[config.mk]
export PLATFORM = sky130hd
export DESIGN_NAME = bresenham_line_stepper_top
export DESIGN_NICKNAME = d
export VERILOG_FILES = /design/src/design/blsx_pkg.sv /design/src/design/blsx_front.sv /design/src/design/blsx_back.sv /design/src/design/bresenham_line_stepper_top.sv
export SDC_FILE = /design/constraint.sdc
export NUM_CORES = 1
export LEC_CHECK = 0
export BUFFER_PORTS_ARGS = -buffer_cell sky130_fd_sc_hd__buf_2
export CORE_ASPECT_RATIO = 1.25
export CORE_UTILIZATION = 60
export DETAILED_ROUTE_END_ITERATION = 10
export GPL_TIMING_DRIVEN = 0
export PLACE_DENSITY = 0.8
export SETUP_SLACK_MARGIN = 0.3
export SYNTH_ARGS = -nofsm -noshare
export SYNTH_HDL_FRONTEND = slang
export SYNTH_SLANG_ARGS = --single-unit
[constraint.sdc]
create_clock -name clk -period 33.1 [get_ports clk]
set_clock_uncertainty 0.05 [all_clocks]
set_input_delay 1.655 -clock clk [delete_from_list [all_inputs] [get_ports clk]]
set_output_delay 1.655 -clock clk [all_outputs]
set_load 0.03 [all_outputs]
[src/design/blsx_pkg.sv]
// ----------------------------------------------------------------------------
// blsx_pkg
// Shared types, codes and helpers for the Bresenham line stepper.
// ----------------------------------------------------------------------------
package blsx_pkg;

  localparam int COORD_BITS = 12;
  localparam int DELTA_BITS = 12;
  localparam int COLOR_BITS = 32;
  localparam int ERR_BITS   = 16;
  localparam int ROT_BITS   = 14;
  localparam int STR_BITS   = 15;

  // command queue between front and back
  localparam int CMDQ_DEPTH = 4;
  localparam int CMDQ_AW    = $clog2(CMDQ_DEPTH);
  localparam int CMDQ_CW    = $clog2(CMDQ_DEPTH + 1);

  // result queue on the output side
  localparam int RESQ_DEPTH = 2;
  localparam int RESQ_AW    = $clog2(RESQ_DEPTH);
  localparam int RESQ_CW    = $clog2(RESQ_DEPTH + 1);

  typedef logic [COORD_BITS-1:0] coord_t;
  typedef logic [DELTA_BITS-1:0] delta_t;
  typedef logic [COLOR_BITS-1:0] color_t;
  typedef logic [1:0]            step_t;

  typedef enum logic {
    OP_LOAD = 1'b0,
    OP_TICK = 1'b1
  } op_t;

  typedef enum logic [2:0] {
    PH_IDLE   = 3'b001,
    PH_MAJOR  = 3'b010,
    PH_FINISH = 3'b100
  } phase_t;

  // classified word handed from front to back
  typedef struct packed {
    logic                is_load;
    phase_t              phase;      // starting phase of a load
    coord_t              cur_x;
    coord_t              cur_y;
    coord_t              stop_x;
    coord_t              stop_y;
    logic [ERR_BITS-1:0] err;
    logic [ROT_BITS-1:0] rot_gain;
    logic [STR_BITS-1:0] str_gain;
    step_t               str_sx;
    step_t               str_sy;
    step_t               rot_sx;
    step_t               rot_sy;
    color_t              color;
  } cmd_t;

  typedef struct packed {
    coord_t x;
    coord_t y;
    color_t color;
    logic   last;
  } res_t;

  // 2-bit step code to a coordinate increment (binary 10 is -2)
  function automatic coord_t step_ext(step_t s);
    step_ext = {{(COORD_BITS-2){s[1]}}, s};
  endfunction

endpackage

[src/design/blsx_front.sv]
// ----------------------------------------------------------------------------
// blsx_front
// Accepts input words, classifies load/tick, works out the error term and
// gains of a load, and queues the result for the back end.
// ----------------------------------------------------------------------------
module blsx_front (
  input  logic                     clk,
  input  logic                     rst_n,
  input  logic                     push,
  output logic                     full,
  input  logic                     in_operation,
  input  blsx_pkg::coord_t         in_start_x,
  input  blsx_pkg::coord_t         in_start_y,
  input  blsx_pkg::coord_t         in_end_x,
  input  blsx_pkg::coord_t         in_end_y,
  input  blsx_pkg::delta_t         in_major_delta,
  input  blsx_pkg::delta_t         in_minor_delta,
  input  logic signed [1:0]        in_straight_step_x,
  input  logic signed [1:0]        in_straight_step_y,
  input  logic signed [1:0]        in_rotated_step_x,
  input  logic signed [1:0]        in_rotated_step_y,
  input  blsx_pkg::color_t         in_line_color_in,
  output logic                     cmd_valid,
  output blsx_pkg::cmd_t           cmd_word,
  input  logic                     cmd_pop
);

  blsx_pkg::cmd_t                    cmd_in;
  blsx_pkg::cmd_t                    q_mem [blsx_pkg::CMDQ_DEPTH];
  logic [blsx_pkg::CMDQ_AW-1:0]      wr_ptr_r, wr_ptr_nxt;
  logic [blsx_pkg::CMDQ_AW-1:0]      rd_ptr_r, rd_ptr_nxt;
  logic [blsx_pkg::CMDQ_CW-1:0]      cnt_r, cnt_nxt;
  logic                              wr_en;
  logic                              rd_en;

  // classify and precompute
  always_comb begin
    cmd_in          = '0;
    cmd_in.is_load  = (in_operation == blsx_pkg::OP_LOAD);
    cmd_in.cur_x    = in_start_x;
    cmd_in.cur_y    = in_start_y;
    cmd_in.stop_x   = in_end_x;
    cmd_in.stop_y   = in_end_y;
    // 2*dy - dx, 2*dy, 2*dy - 2*dx, each wrapping at its own width
    cmd_in.err      = {3'b000, in_minor_delta, 1'b0} - {4'b0000, in_major_delta};
    cmd_in.rot_gain = {1'b0, in_minor_delta, 1'b0};
    cmd_in.str_gain = {2'b00, in_minor_delta, 1'b0} - {2'b00, in_major_delta, 1'b0};
    cmd_in.str_sx   = in_straight_step_x;
    cmd_in.str_sy   = in_straight_step_y;
    cmd_in.rot_sx   = in_rotated_step_x;
    cmd_in.rot_sy   = in_rotated_step_y;
    cmd_in.color    = in_line_color_in;
    if (in_start_x != in_end_x) begin
      cmd_in.phase = blsx_pkg::PH_MAJOR;
    end else if (in_start_y != in_end_y) begin
      cmd_in.phase = blsx_pkg::PH_FINISH;
    end else begin
      cmd_in.phase = blsx_pkg::PH_IDLE;
    end
  end

  assign full      = (cnt_r == blsx_pkg::CMDQ_CW'(blsx_pkg::CMDQ_DEPTH));
  assign cmd_valid = (cnt_r != '0);
  assign cmd_word  = q_mem[rd_ptr_r];
  assign wr_en     = push && !full;
  assign rd_en     = cmd_pop && cmd_valid;

  always_comb begin
    wr_ptr_nxt = wr_ptr_r + blsx_pkg::CMDQ_AW'(wr_en);
    rd_ptr_nxt = rd_ptr_r + blsx_pkg::CMDQ_AW'(rd_en);
    cnt_nxt    = cnt_r + blsx_pkg::CMDQ_CW'(wr_en) - blsx_pkg::CMDQ_CW'(rd_en);
  end

  always_ff @(posedge clk) begin
    if (!rst_n) begin
      wr_ptr_r <= '0;
      rd_ptr_r <= '0;
      cnt_r    <= '0;
    end else begin
      wr_ptr_r <= wr_ptr_nxt;
      rd_ptr_r <= rd_ptr_nxt;
      cnt_r    <= cnt_nxt;
    end
  end

  always_ff @(posedge clk) begin
    if (wr_en) begin
      q_mem[wr_ptr_r] <= cmd_in;
    end
  end

`ifndef NO_ASSERTIONS
  // occupancy tracks the pointer difference
  a_cnt_ptr: assert property (@(posedge clk) disable iff (!rst_n)
    (cnt_r != blsx_pkg::CMDQ_CW'(blsx_pkg::CMDQ_DEPTH)) |->
      (blsx_pkg::CMDQ_AW'(cnt_r) == blsx_pkg::CMDQ_AW'(wr_ptr_r - rd_ptr_r)))
    else $error("command queue count out of step with pointers");
  a_no_over: assert property (@(posedge clk) disable iff (!rst_n)
    (cnt_r <= blsx_pkg::CMDQ_CW'(blsx_pkg::CMDQ_DEPTH)))
    else $error("command queue overfilled");
`endif

endmodule

[src/design/blsx_back.sv]
// ----------------------------------------------------------------------------
// blsx_back
// Line stepper: takes queued words, holds the line state, does one
// Bresenham step per tick of an active line and queues the emitted pixel.
// ----------------------------------------------------------------------------
module blsx_back (
  input  logic                     clk,
  input  logic                     rst_n,
  input  logic                     cmd_valid,
  input  blsx_pkg::cmd_t           cmd_word,
  output logic                     cmd_pop,
  output logic                     empty,
  input  logic                     pop,
  output blsx_pkg::res_t           res_word
);

  blsx_pkg::phase_t                  phase_r, phase_nxt;
  blsx_pkg::coord_t                  cur_x_r, cur_x_nxt;
  blsx_pkg::coord_t                  cur_y_r, cur_y_nxt;
  blsx_pkg::coord_t                  stop_x_r, stop_y_r;
  logic [blsx_pkg::ERR_BITS-1:0]     err_r, err_nxt;
  logic [blsx_pkg::ROT_BITS-1:0]     rot_gain_r;
  logic [blsx_pkg::STR_BITS-1:0]     str_gain_r;
  blsx_pkg::step_t                   str_sx_r, str_sy_r, rot_sx_r, rot_sy_r;
  blsx_pkg::color_t                  color_r;

  blsx_pkg::res_t                    res_in;
  logic                              res_push;
  logic                              take;
  logic                              neg;

  blsx_pkg::res_t                    rq_mem [blsx_pkg::RESQ_DEPTH];
  logic [blsx_pkg::RESQ_AW-1:0]      rq_wr_r, rq_rd_r;
  logic [blsx_pkg::RESQ_CW-1:0]      rq_cnt_r, rq_cnt_nxt;
  logic                              rq_full;
  logic                              rq_rd_en;

  assign rq_full  = (rq_cnt_r == blsx_pkg::RESQ_CW'(blsx_pkg::RESQ_DEPTH));
  assign empty    = (rq_cnt_r == '0);
  assign rq_rd_en = pop && !empty;
  assign res_word = rq_mem[rq_rd_r];

  // a load never emits, so it goes through even with the result queue full
  assign take    = cmd_valid && (cmd_word.is_load || !rq_full);
  assign cmd_pop = take;
  assign neg     = err_r[blsx_pkg::ERR_BITS-1];

  always_comb begin
    phase_nxt    = phase_r;
    cur_x_nxt    = cur_x_r;
    cur_y_nxt    = cur_y_r;
    err_nxt      = err_r;
    res_push     = 1'b0;
    res_in.x     = cur_x_r;
    res_in.y     = cur_y_r;
    res_in.color = color_r;
    res_in.last  = 1'b0;
    if (take && !cmd_word.is_load) begin
      case (phase_r)
        blsx_pkg::PH_MAJOR: begin
          res_push = 1'b1;
          if (!neg) begin
            cur_x_nxt = cur_x_r + blsx_pkg::step_ext(str_sx_r);
            cur_y_nxt = cur_y_r + blsx_pkg::step_ext(str_sy_r);
            err_nxt   = err_r + {str_gain_r[blsx_pkg::STR_BITS-1], str_gain_r};
          end else begin
            cur_x_nxt = cur_x_r + blsx_pkg::step_ext(rot_sx_r);
            cur_y_nxt = cur_y_r + blsx_pkg::step_ext(rot_sy_r);
            err_nxt   = err_r + {2'b00, rot_gain_r};
          end
          if (cur_x_nxt == stop_x_r) begin
            if (cur_y_nxt != stop_y_r) begin
              phase_nxt = blsx_pkg::PH_FINISH;
            end else begin
              phase_nxt   = blsx_pkg::PH_IDLE;
              res_in.last = 1'b1;
            end
          end
        end
        blsx_pkg::PH_FINISH: begin
          res_push  = 1'b1;
          cur_y_nxt = cur_y_r + blsx_pkg::step_ext(str_sy_r);
          if (cur_y_nxt == stop_y_r) begin
            phase_nxt   = blsx_pkg::PH_IDLE;
            res_in.last = 1'b1;
          end
        end
        default: begin
          // idle: a tick is dropped
        end
      endcase
    end
  end

  always_ff @(posedge clk) begin
    if (!rst_n) begin
      phase_r <= blsx_pkg::PH_IDLE;
    end else if (take && cmd_word.is_load) begin
      phase_r <= cmd_word.phase;
    end else begin
      phase_r <= phase_nxt;
    end
  end

  always_ff @(posedge clk) begin
    if (take && cmd_word.is_load) begin
      cur_x_r    <= cmd_word.cur_x;
      cur_y_r    <= cmd_word.cur_y;
      stop_x_r   <= cmd_word.stop_x;
      stop_y_r   <= cmd_word.stop_y;
      err_r      <= cmd_word.err;
      rot_gain_r <= cmd_word.rot_gain;
      str_gain_r <= cmd_word.str_gain;
      str_sx_r   <= cmd_word.str_sx;
      str_sy_r   <= cmd_word.str_sy;
      rot_sx_r   <= cmd_word.rot_sx;
      rot_sy_r   <= cmd_word.rot_sy;
      color_r    <= cmd_word.color;
    end else begin
      cur_x_r <= cur_x_nxt;
      cur_y_r <= cur_y_nxt;
      err_r   <= err_nxt;
    end
  end

  // result queue
  always_comb begin
    rq_cnt_nxt = rq_cnt_r + blsx_pkg::RESQ_CW'(res_push)
               - blsx_pkg::RESQ_CW'(rq_rd_en);
  end

  always_ff @(posedge clk) begin
    if (!rst_n) begin
      rq_wr_r  <= '0;
      rq_rd_r  <= '0;
      rq_cnt_r <= '0;
    end else begin
      rq_wr_r  <= rq_wr_r + blsx_pkg::RESQ_AW'(res_push);
      rq_rd_r  <= rq_rd_r + blsx_pkg::RESQ_AW'(rq_rd_en);
      rq_cnt_r <= rq_cnt_nxt;
    end
  end

  always_ff @(posedge clk) begin
    if (res_push) begin
      rq_mem[rq_wr_r] <= res_in;
    end
  end

`ifndef NO_ASSERTIONS
  a_push_room: assert property (@(posedge clk) disable iff (!rst_n)
    res_push |-> !rq_full)
    else $error("pixel pushed into full result queue");
  a_last_idle: assert property (@(posedge clk) disable iff (!rst_n)
    (res_push && res_in.last) |=> (phase_r == blsx_pkg::PH_IDLE))
    else $error("line still active after its last pixel");
  a_idle_quiet: assert property (@(posedge clk) disable iff (!rst_n)
    (phase_r == blsx_pkg::PH_IDLE) |-> !res_push)
    else $error("pixel emitted while idle");
`endif

endmodule

[src/design/bresenham_line_stepper_top.sv]
// Path: a tick pushed into an empty block reaches out_* through the
// command queue, then the stepper into the result queue.
// Throughput: one word per cycle on both sides, but a tick waits while the
// result queue is full; the error add and compare are combinational.
// Reset: rst_n synchronous, active low; empties both queues, line idle.
// ----------------------------------------------------------------------------
// bresenham_line_stepper_top
// Integer line rasteriser. Load words latch a line, tick words each emit one
// pixel. Front end classifies and precomputes, back end steps the line.
// ----------------------------------------------------------------------------
module bresenham_line_stepper_top (
  input  logic                     clk,
  input  logic                     rst_n,
  // input queue side
  input  logic                     push,
  output logic                     full,
  input  logic                     in_operation,
  input  blsx_pkg::coord_t         in_start_x,
  input  blsx_pkg::coord_t         in_start_y,
  input  blsx_pkg::coord_t         in_end_x,
  input  blsx_pkg::coord_t         in_end_y,
  input  blsx_pkg::delta_t         in_major_delta,
  input  blsx_pkg::delta_t         in_minor_delta,
  input  logic signed [1:0]        in_straight_step_x,
  input  logic signed [1:0]        in_straight_step_y,
  input  logic signed [1:0]        in_rotated_step_x,
  input  logic signed [1:0]        in_rotated_step_y,
  input  blsx_pkg::color_t         in_line_color_in,
  // result queue side
  output logic                     empty,
  input  logic                     pop,
  output blsx_pkg::coord_t         out_pixel_x,
  output blsx_pkg::coord_t         out_pixel_y,
  output blsx_pkg::color_t         out_pixel_color,
  output logic                     out_last_pixel
);

  // front to back: classified words, four deep so a stalled back end
  // does not hold up the sender at once
  logic           cmd_valid;
  logic           cmd_pop;
  blsx_pkg::cmd_t cmd_word;
  blsx_pkg::res_t res_word;

  blsx_front u_front (
    .clk                (clk),
    .rst_n              (rst_n),
    .push               (push),
    .full               (full),
    .in_operation       (in_operation),
    .in_start_x         (in_start_x),
    .in_start_y         (in_start_y),
    .in_end_x           (in_end_x),
    .in_end_y           (in_end_y),
    .in_major_delta     (in_major_delta),
    .in_minor_delta     (in_minor_delta),
    .in_straight_step_x (in_straight_step_x),
    .in_straight_step_y (in_straight_step_y),
    .in_rotated_step_x  (in_rotated_step_x),
    .in_rotated_step_y  (in_rotated_step_y),
    .in_line_color_in   (in_line_color_in),
    .cmd_valid          (cmd_valid),
    .cmd_word           (cmd_word),
    .cmd_pop            (cmd_pop)
  );

  // back end: one step per tick, a two-entry result queue decouples pop
  blsx_back u_back (
    .clk       (clk),
    .rst_n     (rst_n),
    .cmd_valid (cmd_valid),
    .cmd_word  (cmd_word),
    .cmd_pop   (cmd_pop),
    .empty     (empty),
    .pop       (pop),
    .res_word  (res_word)
  );

  assign out_pixel_x     = res_word.x;
  assign out_pixel_y     = res_word.y;
  assign out_pixel_color = res_word.color;
  assign out_last_pixel  = res_word.last;

endmodule
-- After elaboration in Yosys (flattened, before gate mapping)
Memories as Yosys holds them, arrays and structs flattened. A register that Yosys moved wholly into a read port is not among the register bits.
Index checks and enable logic that the tools add are counted.
- bits in registers: 147
- bits in latches: 0
- memory bits (writable): 654
- memory bits (read-only): 0
- input port bits: 117
- logic and storage cells: 106
- memories: 2
- memories (memory ; depth ; bits a word ; read ports ; clocked after Yosys merged registers in ; write ports ; RTL line ; text):
    u_front.q_mem ; 4 ; 135 ; 1 ; 1 ; 1 ; blsx_front.sv:29 ; blsx_pkg::cmd_t q_mem [blsx_pkg::CMDQ_DEPTH];
    u_back.rq_mem ; 2 ; 57 ; 1 ; 1 ; 1 ; blsx_back.sv:32 ; blsx_pkg::res_t rq_mem [blsx_pkg::RESQ_DEPTH];
- $add $sub $neg: 16
- $mul: 0
- divide/modulo/power cells: 0
- $lt $le $gt $ge: 0
- eq/ne operators: 11
- shift-type cells: 0
- muxes and demuxes: 37
- bitwise operators: 1
- reductions and logical operators: 20
- operators by type and width (operator ; number):
    12-bit two-way mux ; 11
    16-bit two-way mux ; 4
    12-bit adder ; 4
    12-bit != test ; 3
    12-bit equality test ; 2
    12-bit one-hot mux with 2 select lines ; 1
    3-bit two-way mux ; 7
    16-bit by 14-bit adder with 16-bit output ; 1
    16-bit adder ; 1
    13-bit by 12-bit subtractor with 14-bit output ; 1
    13-bit by 13-bit subtractor with 14-bit output ; 1
    1-bit two-way mux ; 11
    2-bit by 1-bit adder with 2-bit output ; 3
    3-bit equality test (second input constant) ; 2
    1-bit logical AND ; 6
    3-bit by 1-bit != test with 1-bit output (second input constant) ; 2
    3-bit one-hot mux with 2 select lines ; 1
    3-bit nonzero test ; 2
    1-bit zero test ; 4
    2-bit AND reduction ; 2
    4-bit AND reduction ; 1
    2-bit nonzero test ; 2
    3-bit by 1-bit adder with 3-bit output ; 1
    3-bit by 2-bit equality test with 1-bit output (second input constant) ; 1
    10 further kinds ; 11

-- Depth between registers and ports, before layout
- word-level depth: 12
- mapped depth: 16
- gate-level depth less buffers: 14

-- Modules after synthesis
From an unflattened synthesis, not the netlist that was laid out.
- cell total of the unflattened synthesis: 1822
- area, all modules: 32941.6 um^2
- modules (own cells, without submodules) (module ; instances ; cells an instance ; area each (um^2) ; seq. area each (um^2)):
    blsx_front ; 1 ; 913 ; 20603.5 ; 15875.2
    blsx_back ; 1 ; 909 ; 12338.1 ; 7577.3

-- Worst setup path before layout
No wires, ideal clock.
- path type: input port to flip-flop
- start: input port push
- end: memory u_front.q_mem[1][0] in the netlist's numbering, enable pin
- library setup time: 805 ps
- arrival time: 11156 ps
- required time: 32245 ps
- path slack: 21089 ps
- stages: 2
- buffers on the path: 0
- cells stage by stage: nand2b_1 nor3b_1
- longest elaborated chain between the ends: 3
- ends and longest elaborated chain (what ; RTL line ; text):
    from (decl) ; bresenham_line_stepper_top.sv:15 ; input logic push,
    1-bit logical AND ; blsx_front.sv:65 ; assign wr_en = push && !full;
    1-bit two-way mux ; blsx_front.sv:87 ; if (wr_en) begin
    1-bit two-way mux (not written as such) ; blsx_front.sv:88 ; q_mem[wr_ptr_r] <= cmd_in;
    to (decl) ; blsx_front.sv:29 ;
No other way between the ends.

-- Worst setup path in the final report
- start: register u_back.err_r[15] in the netlist's numbering
- end: register u_back.phase_r[0]
- longest elaborated chain between the ends: 9
- ends and longest elaborated chain (what ; RTL line ; text):
    from (decl) ; blsx_back.sv:21 ; logic [blsx_pkg::ERR_BITS-1:0] err_r, err_nxt;
    from (signal assigned) ; blsx_back.sv:111 ; err_r <= cmd_word.err;
    from (signal assigned) ; blsx_back.sv:122 ; err_r <= err_nxt;
    12-bit two-way mux ; blsx_back.sv:62 ; if (!neg) begin
    12-bit two-way mux ; blsx_back.sv:59 ; case (phase_r)
    12-bit two-way mux ; blsx_back.sv:58 ; if (take && !cmd_word.is_load) begin
    12-bit != test ; blsx_back.sv:72 ; if (cur_y_nxt != stop_y_r) begin
    3-bit two-way mux ; blsx_back.sv:72 ;
    3-bit two-way mux ; blsx_back.sv:71 ; if (cur_x_nxt == stop_x_r) begin
    3-bit one-hot mux with 2 select lines ; blsx_back.sv:59 ;
    3-bit two-way mux ; blsx_back.sv:58 ;
    3-bit two-way mux ; blsx_back.sv:98 ; end else if (take && cmd_word.is_load) begin
    to (signal assigned) ; blsx_back.sv:97 ; phase_r <= blsx_pkg::PH_IDLE;
    to (signal assigned) ; blsx_back.sv:99 ; phase_r <= cmd_word.phase;
    to (signal assigned) ; blsx_back.sv:101 ; phase_r <= phase_nxt;
    to (decl) ; blsx_back.sv:17 ; blsx_pkg::phase_t phase_r, phase_nxt;
Several ways; a longest one is shown, not always the timed one. The select of a mux whose other input is x is not followed.
A chain may end at the register's enable or synchronous reset.

==> results.py <==
metrics = {
    "run_status": {
        "status": "completed",
    },
    "critical_path": {
        "worstPathArrival_ns": 5.85,
        "critical-path-max-stage-delay_ns": 0.83,
        "worst_path_max_delay_cell": "clkbuf_1",
        "worstSetupPathType": "reg -> reg",
        "end_kind": "register",
        "crit_buf_inv": 2,
        "critPathTopFamily": "compound AO/OA/AOI/OAI gates",
        "crit_fanout": 10,
        "crit_path_cell_trace": "buf_6, clkbuf_1, mux2_2, ha_1, fa_1, a21o_1, a21oi_1, xnor3_1, or3_1, nor4b_2, nand4_1, a311oi_2, nor3b_1, a311o_1, o31ai_1",
        "required_ns": 33.57,
        "startpoint_type": "register",
    },
    "sta": {
        "tightestPinTransition_ns": 1.14,
        "slew_violations": 0,
        "hold_viol": 0,
        "period_needed_ns": 5.38,
        "fin_setup_tns_ns": 0,
        "fmax_mhz": 186,
        "post-route-period-util_pct": 16.3,
        "grt_setup_unrepaired": "no",
        "fin_ws_ns": 27.72,
        "finalSetupViolations": 0,
        "max_slew_margin_pct": 23.8,
    },
    "yosys": {
        "syn_inst": 1742,
        "yosysWarningCount": 0,
        "yosys_register_bits": 777,
        "synthArstFlopShare_pct": 0,
        "synth_edf_count": 762,
        "synth.area.top_cells": "edfxtp_1, mux4_2, ha_1",
        "syn_nets": 1944,
        "netlist_area_um2": 32100,
        "ys.flop_type": "edfxtp_1",
        "yosysTopAreaCell": "edfxtp_1",
        "postSynthAreaPerCell_um2": 18.4,
        "synth_top_area_share_pct": 71.3,
        "ys_seq_area_share_pct": 72.3,
        "ys_types": 67,
    },
    "route": {
        "drtPass1Iterations": 5,
        "vias": 16739,
        "routedWlPerCell_um": 24.0,
        "drcViolationCount": 0,
        "vias_per_cell": 6.06,
        "drt_iter0_markers": 1317,
        "routed_wl_mm": 66.4,
        "postRouteAntennaNets": 0,
    },
    "cells_and_area": {
        "multi_input_area_um2": 8540,
        "final-seq-area_um2": 23200,
        "areaGrowthSynthToFinish_pct": 14.7,
        "nFillCells": 3292,
        "fin_nets": 2234,
        "drive_above_1_share_pct": 25.9,
    },
    "worst_hold_path": {
        "min_path_type": "reg -> reg",
    },
    "clock_network": {
        "clk_pin_slew_ns": 0.07,
        "ctsHoldBuffers": 0,
        "numClockSinks": 777,
        "clockBufferDepth": 3,
        "insertion_delay_ns": 0.63,
        "cts_root_buf": "clkbuf_16",
        "post-cts-setup-buffers": 0,
        "cts_tree": "done",
        "htree_levels": 3,
        "numCtsBuffers": 73,
        "post_cts_resized": 0,
    },
    "power_and_ir_drop": {
        "p_leak_nw": 12.6,
        "vdd_drop_max_v": 0.0000566,
        "p_per_area_nw_per_um2": 101,
    },
    "floorplanning": {
        "die_area_um2": 54400,
        "start_util_pct": 60.9,
        "die_w_um": 209,
        "boundaryPins": 176,
        "core_um2": 52700,
        "rows": 94,
        "die_height_um": 261,
    },
    "placement": {
        "hpwl_mm": 44.9,
        "place_congestion": 0.871,
        "io_buffers": 175,
        "dp_slack_ns": 27.82,
    },
    "global_routing": {
        "grt_max_degree": 58,
        "grt_util_all_layers_pct": 25.0,
        "grt_pass1_wl_mm": 101,
        "antenna_found_initial": 14,
        "grt_overflow": 0,
        "first_global_vias": 17576,
    },
    "job": {
        "cap_violations": 0,
    },
}
==> flip-flops by register name, summed over array words and instances, names as in the netlist, 3 cells and up, named ones only <==
signal / flops
u_back.cur_y_r: 12
u_back.cur_x_r: 12
u_back.stop_y_r: 12
u_front.cnt_r: 3
u_back.phase_r: 3
u_front.q_mem: 520
u_back.rot_gain_r: 12
u_back.rq_mem: 114
u_back.str_gain_r: 13
u_back.err_r: 15
u_back.color_r: 32
u_back.stop_x_r: 12
==> metal layers <==
layer	share of wire, %	vias up	GRT usage, %
li1	-	7505	-
met1	38	8494	30.2
met2	53	559	44.7
met3	5.6	159	4.45
met4	3.1	22	10.2
met5	0.24	-	0
==> where the power goes <==
part	internal [W]	switching, W
registers	0.00138	0.0000883
clock network	0.000476	0.000356
logic	0.000598	0.000835
==> cells in the mapped netlist (3+ instances only) <==
cell type and count:
a2111oi_0 5, a211o_1 3, a211oi_1 8, a21boi_0 13, a21o_1 11, a21oi_1 47, a22o_1 3, a311oi_1 3
a31oi_1 3, and2_1 10, and3_1 9, buf_1 15, clkbuf_1 35, dfxtp_1 15, edfxtp_1 762, fa_1 7
ha_1 78, inv_1 53, mux2_2 69, mux2i_1 11, mux4_2 130, nand2_1 72, nand2b_1 12, nand3_1 9
nand4_1 5, nor2_1 76, nor2b_1 16, nor3_1 23, nor3b_1 5, nor4_1 12, o211ai_1 4, o21a_1 5
o21ai_0 51, o31a_1 3, o31ai_1 10, or2_2 4, or3_1 5, xnor2_1 57, xnor3_1 4, xor2_1 47
==> worst paths after layout <==
kind | start | endpoint | slack, ns | cells past startpoint
max | u_back.err_r[15]$_DFFE_PP_ | u_back.phase_r[0]$_SDFFE_PN1P_ | 27.72 | 15
max reg2reg | u_back.err_r[15]$_DFFE_PP_ | u_back.phase_r[0]$_SDFFE_PN1P_ | 27.72 | 15
min | u_back.color_r[27]$_DFFE_PP_ | u_back.rq_mem[0][28]$_DFFE_PP_ | 0.39 | 0
min reg2reg | u_back.color_r[27]$_DFFE_PP_ | u_back.rq_mem[0][28]$_DFFE_PP_ | 0.39 | 0
==> cell usage in the layout (no fill, tap or decap), types with 12 or more instances in the layout <==
master       n
dfxtp_1     15
nor2_1      74
nand2_1     72
ha_1        76
buf_2      177
inv_1       53
edfxtp_1   762
buf_6       28
clkbuf_1    45
a21oi_1     47
nand2b_1    12
clkinv_1    14
o21ai_0     51
clkbuf_16   74
nor2b_1     16
xor2_1      47
mux2_2      69
xnor2_1     57
a21boi_0    13
mux4_2     130
nor4_1      12
buf_1       14
nor3_1      22
==> metrics by stage <==
stage	area (um^2)	hold WS, ns	instances	power (W)	utilization, %
3_3_place_gp	33800	0.375	2589	0.00287	64.1
4_1_cts	36800	0.390	2761	0.00375	69.8
6_report	36800	0.386	2764	0.00373	69.8
3_5_place_dp	34400	0.381	2629	0.00290	65.3
5_1_grt	36800	0.402	2762	0.00392	69.8
2_1_floorplan	32100	0.371	1742	0.00252	-
==> kinds of logic (layout without fill, tap and decap cells) <==
kind of cell | count (synthesis) | after routing | synth area share [%]
flops | 777 | 777 | 72.3
fa+ha+maj | 85 | 85 | 3.48
buf+inv | 106 | 453 | 1.27
simple gates | 265 | 265 | 3.98
compound gates | 188 | 188 | 3.76
xor+xnor | 110 | 110 | 3.27
other cells | 0 | 3 | 0
mux | 211 | 211 | 12.0
==> final cells by class <==
cell class | count | share of cell area, %
sequential | 777 | 63.0
multi-input combinational | 859 | 23.2
clock buffer | 84 | 5.13
timing repair buffer | 215 | 3.91
tap | 672 | 2.28
clock inverter | 48 | 1.34
buffer | 52 | 0.558
inverter | 54 | 0.551
antenna | 3 | 0.0204
Power figures use the tool's default switching activity.
